==> config.mk <==
export PLATFORM = sky130hd
export DESIGN_NAME = sem_controller
export DESIGN_NICKNAME = d
export VERILOG_FILES = /design/src/hdl/sem_pkg.sv /design/src/hdl/sem_controller.sv
export SDC_FILE = /design/constraint.sdc
export NUM_CORES = 1
export LEC_CHECK = 0
export BUFFER_PORTS_ARGS = -buffer_cell sky130_fd_sc_hd__buf_2
export CAP_MARGIN = 20
export CORE_AREA = 2 2 39 41
export DETAILED_ROUTE_END_ITERATION = 8
export DIE_AREA = 0 0 41 43
export PLACE_DENSITY = 0.59
export SETUP_SLACK_MARGIN = 0.05
export SKIP_CTS_REPAIR_TIMING = 1
export SLEW_MARGIN = 20
export SYNTH_ARGS = -nofsm -noshare
export SYNTH_HDL_FRONTEND = slang
export SYNTH_SLANG_ARGS = --single-unit
==> constraint.sdc <==
create_clock -name clk -period 3.8 [get_ports clk]
set_input_delay 0 -clock clk [delete_from_list [all_inputs] [get_ports clk]]
set_output_delay 0 -clock clk [all_outputs]
set_load 0.005 [all_outputs]
==> src/hdl/sem_pkg.sv <==
`default_nettype none
package sem_pkg;

    localparam int DEF_MAX_WIDTH  = 1024;
    localparam int DEF_MAX_HEIGHT = 4096;
    localparam int PIX_W          = 8;
    localparam int RGB_W          = 3 * PIX_W;
    localparam int WIDTH_W        = 11;
    localparam int HEIGHT_W       = 13;
    localparam int CFG_IDX_W      = 1;
    localparam int CFG_DATA_W     = 13;
    localparam int ROOT_W         = 12;
    localparam int SUM_W          = 21;
    localparam int GRAD_W         = 11;

    localparam logic [CFG_IDX_W-1:0] REG_WIDTH  = 1'b0;
    localparam logic [CFG_IDX_W-1:0] REG_HEIGHT = 1'b1;

    localparam logic CMD_PIXEL = 1'b0;

    typedef enum logic [5:0] {
        ST_CLEAR  = 6'b000001,
        ST_IDLE   = 6'b000010,
        ST_LOAD   = 6'b000100,
        ST_SQUARE = 6'b001000,
        ST_ROOT   = 6'b010000,
        ST_FINISH = 6'b100000
    } state_t;

    typedef struct packed {
        logic clr;
        logic accept;
        logic load;
        logic square;
        logic root_step;
        logic finish;
    } cmd_t;

    typedef struct packed {
        logic clr_last;
        logic emit;
        logic root_last;
        logic out_free;
    } sts_t;

endpackage
`default_nettype wire

==> src/hdl/sem_controller.sv <==
`default_nettype none
module sem_controller
(
    input  wire logic          clk,
    input  wire logic          rst_n,
    input  wire logic          in_valid,
    output logic               in_ready,
    input  sem_pkg::sts_t      sts,
    output sem_pkg::cmd_t      cmd
);

    sem_pkg::state_t state_reg, state_next;

    always_ff @(posedge clk or negedge rst_n)
    begin
        if (!rst_n)
        begin
            state_reg <= sem_pkg::ST_CLEAR;
        end
        else
        begin
            state_reg <= state_next;
        end
    end

    always_comb
    begin
        state_next = state_reg;
        cmd        = '0;
        in_ready   = 1'b0;
        case (state_reg)
            sem_pkg::ST_CLEAR:
            begin
                cmd.clr = 1'b1;
                if (sts.clr_last)
                begin
                    state_next = sem_pkg::ST_IDLE;
                end
            end
            sem_pkg::ST_IDLE:
            begin
                in_ready = 1'b1;
                if (in_valid)
                begin
                    cmd.accept = 1'b1;
                    state_next = sem_pkg::ST_LOAD;
                end
            end
            sem_pkg::ST_LOAD:
            begin
                cmd.load   = 1'b1;
                state_next = sts.emit ? sem_pkg::ST_SQUARE : sem_pkg::ST_IDLE;
            end
            sem_pkg::ST_SQUARE:
            begin
                cmd.square = 1'b1;
                state_next = sem_pkg::ST_ROOT;
            end
            sem_pkg::ST_ROOT:
            begin
                cmd.root_step = 1'b1;
                if (sts.root_last)
                begin
                    state_next = sem_pkg::ST_FINISH;
                end
            end
            sem_pkg::ST_FINISH:
            begin
                if (sts.out_free)
                begin
                    cmd.finish = 1'b1;
                    state_next = sem_pkg::ST_IDLE;
                end
            end
            default:
            begin
                state_next = sem_pkg::ST_CLEAR;
            end
        endcase
    end

endmodule
`default_nettype wire

* Word level (Yosys, flattened, before mapping)
Cells that the tools add are included.
** Cells by class
- Eq/ne operators :: 10
- Multiplexer cells :: 15
- Reduce and logical (&&, ||, !) cells :: 1
** Operators with widths (number)
- one-hot mux 6 bit (6 select lines) :: 1
- 2-to-1 mux 6 bit :: 4
- 2-to-1 mux 1 bit :: 9
- != test 2 bit, second input constant :: 4
- == test 6 x 1 -> 1 bit, second input constant :: 1
- == test 6 x 2 -> 1 bit, second input constant :: 1
- == test 6 x 3 -> 1 bit, second input constant :: 1
- == test 6 x 4 -> 1 bit, second input constant :: 1
- == test 6 x 5 -> 1 bit, second input constant :: 1
- == test 6 bit, second input constant :: 1
- 2-to-1 mux 4 bit :: 1
- AND reduction 4 bit :: 1
** Storage, ports and cells
- Bits in registers :: 6
- Output and inout bits :: 7

* Logic depth before layout (Yosys ltp)
- Depth after elaboration :: 3
- Mapped depth :: 5
- Mapped depth without buffers :: 5

* Least setup slack after synthesis
OpenSTA, ideal clock, no wires.
- Path kind :: register to register
- From :: register state_reg[1]
- To :: register state_reg[1]
- Setup time :: 0.128 ns
- Arrival time :: 1.297 ns
- Data required time :: 3.672 ns
- Path slack :: 2.375 ns
- Cell stages (with the launch flop) :: 5
- Buffers on the path :: 0
- Period minus slack after synthesis :: 1.425 ns
- Path through :: dfrtp_1 > nor3_2 > nand3_1 > o221ai_2 > mux2_1
** On the way
- Word-level cells in the longest chain between the ends :: 3
- Elaborated cells between the ends (all ways) :: 12
** Ends and longest elaborated chain
- start, declared :: RTL line sem_controller.sv:12 : sem_pkg::state_t state_reg, state_next;
- start signal, assigned :: RTL line sem_controller.sv:18 : state_reg <= sem_pkg::ST_CLEAR;
- start signal, assigned :: RTL line sem_controller.sv:22 : state_reg <= state_next;
- == test 6 x 1 -> 1 bit (tied with other cells) :: RTL line sem_controller.sv:31 : case (state_reg)
- != test 2 bit (no source line)
- AND reduction 4 bit (no source line)
Parallel ways exist; a longest one is shown, timed or not.
A chain may end at the register's enable or synchronous reset.

==> flow_summary_export.csv <==
group,metric,value,unit
timing,post-route-period-util,42.2,%
route,first_pass_iters,4,
timing,period_minus_slack,1.60,ns
global_route,grt_max_degree,9,
route,finalWirelength,882,um
synth,synth-seq-cells,6,
place,hpwl,659,um
worst_setup_path,end_kind,"output port",
finish,instances_no_fill,78,
clock_tree,clk_pin_slew,0.05,ns
die,row_count,14,
timing,slew_headroom,74.4,%
clock_tree,cts_sinks,6,
global_route,grt_util_all_layers,11.5,%
hold_path,hp-class,"input port to register",
timing,rsz0062_at_grt,"false",
power,ir_worst_vdd,0.119,mV
flow_run,maxCapViolations,0,
timing,setup-tns-final,0,ns
hold_path,hold_depth,2,
finish,fin_util,39.1,%
global_route,antenna_found_initial,0,
die,fp.dieArea,1760,um2
synth,synth.most_common_cell,"dfrtp_1",
synth,synth_top_area_share,33.0,%
timing,setup_viol,0,
synth,yosys-top-cells-count,"5 x dfrtp_1, 4 x nor2_1, 3 x and2_1, 3 x inv_1, 3 x nor3b_1",
worst_setup_path,worstSetupStartpoint,"state_reg[1]$_DFFE_PN0P_",
synth,synth.avg_cell_area,9.48,um2
synth,synth_edf_count,0,
finish,n_antenna_cell,0,
synth,yosysWarnings,0,
synth,synthDistinctLibCells,23,
finish,nNetsFinal,70,
worst_setup_path,worstPathArrival,1.60,ns
worst_setup_path,cp.required,3.80,ns
place,gp_congestion,0.686,
synth,synthFlopType,"dfrtp_1",
worst_setup_path,r2r-start,"state_reg[1]$_DFFE_PN0P_",
synth,yosysSeqAreaShare,39.9,%
clock_tree,cts-root-buf,"clkbuf_4",
worst_setup_path,rr_worst_depth,4,
power,p_leak,0.000257,uW
synth,synthArstFlopShare,100,%
synth,synth_area_leader_cell,"dfrtp_1",
route,wl_per_cell,11.3,um
die,initial_core_util,27.4,%
synth,synth_cells,40,
run_status,run_status,"finished, violations left",
clock_tree,insertion_delay,0.25,ns
place,dpl.cell_count,69,
clock_tree,numCtsBuffers,3,
timing,finalHoldViolCount,1,
die,core-area,1380,um2
route,drtIter0Drc,8,
place,io_buffers,13,
clock_tree,htreeDepth,1,
synth,synth_nets,47,
worst_setup_path,crit_type,"register to output port",
timing,timing.fmax,0.623,GHz
finish,largest_reg_flops,6,
route,route.detailed.drc,0,
power,cellPowerDensity,506,nW/um2
hold_path,hold_start,"in_valid",
timing,whs,-0.00945,ns
route,ant_nets,0,
worst_setup_path,worst_setup_path_start_kind,"register",
global_route,grt_pass1_vias,308,
run_status,violations,"negative hold slack",
route,via_per_inst,4.69,
timing,slew_violations,0,
timing,clock_skew,0.00357,ns
die,die_x,41,um
die,pin_count,14,
global_route,overflow,0,
die,dieHeight,43,um
route,num_vias,366,
finish,area_growth,42.6,%
worst_setup_path,path_max_fanout,8,
synth,synth_area_leaders,"dfrtp_1 33%, dfstp_2 6.9%, nor3b_1 5.9%, and2_1 5.0%, nor2_1 4.0%",
global_route,grt_pass1_wl,1270,um
timing,worst_slew_pin_slew,0.381,ns
clock_tree,cts_tree,"yes",
clock_tree,clockBufferDepth,2,
synth,syn_area,379,um2
finish,layout-drive-gt1-share,33.9,%
[cell families after synthesis]
group                  Yosys count  synth area share (%)
AND/OR/NAND/NOR                 21                  34.7
multiplexers                     1                  2.97
buffers and inverters            3                  2.97
AO/OA/AOI/OAI                    7                  14.9
XOR/XNOR                         2                  4.62
flip-flops                       6                  39.9
[worst paths after layout]
path	endpoint	slack [ns]
hold / removal	state_reg[2]$_DFFE_PN0P_	-0.009
setup / recovery	cmd[2]	2.20
hold reg to reg	state_reg[0]$_DFFE_PN1P_	0.66
max in group asynchronous	state_reg[0]$_DFFE_PN1P_	3.47
setup reg to reg	state_reg[1]$_DFFE_PN0P_	2.20
min in group asynchronous	state_reg[3]$_DFFE_PN0P_	0.10
[report_power, final]
group	total (uW)	switching [uW]	internal, uW
registers	101	20.5	80.2
logic	107	49.0	57.5
clock network	66.1	26.1	40.0
[layout make-up]
| cell class | count | area (um2) |
|---|---|---|
| clock buffers | 4 | 26.3 |
| well taps | 16 | 20.0 |
| multi-input cells | 31 | 216 |
| repair buffers | 18 | 115 |
| flip-flops and latches | 6 | 151 |
| fillers | 147 | 843 |
| inverters | 3 | 11.3 |
[cells in the final DEF, fill, tap and decap left out]
master / n
xor2_1: 1
o311ai_0: 1
and2_1: 3
buf_2: 13
nand2b_1: 2
dfrtp_1: 5
a222oi_1: 1
o21ai_0: 2
nor2_1: 4
nand3_1: 2
nor4_2: 1
and3b_2: 1
inv_1: 3
nand2_1: 2
o21ai_1: 1
dfstp_2: 1
nor3_2: 1
o21bai_1: 1
nor3_1: 1
dlygate4sd3_1: 5
clkbuf_1: 1
clkbuf_4: 3
xnor2_1: 1
o221ai_2: 1
nor3b_1: 3
nand3b_1: 1
mux2_1: 1
[routing by layer]
metal	wire length [um]	GRT usage [%]
met3	64	3.66
met2	392	16.3
met1	396	12.1
met5	0	0
met4	27	12.0
[through the flow]
step	cell area [um2]	power (uW)	worst slack, ns	hold WS, ns
detailed placement	464	204	2.22	-0.167
CTS	490	274	2.21	-0.441
floorplan	379	172	2.38	-0.296
finish	541	273	2.20	-0.00945
global route	541	290	2.11	0.00342
global placement	464	204	2.27	-0.165
[worst max-delay path, stage by stage (launching register included)]
cell and delay [ns]:
dfrtp_1 0.46, nor3_2 0.31, nand2b_1 0.14, nor3b_1 0.28, buf_2 0.16
Power figures use the tool's default switching activity.
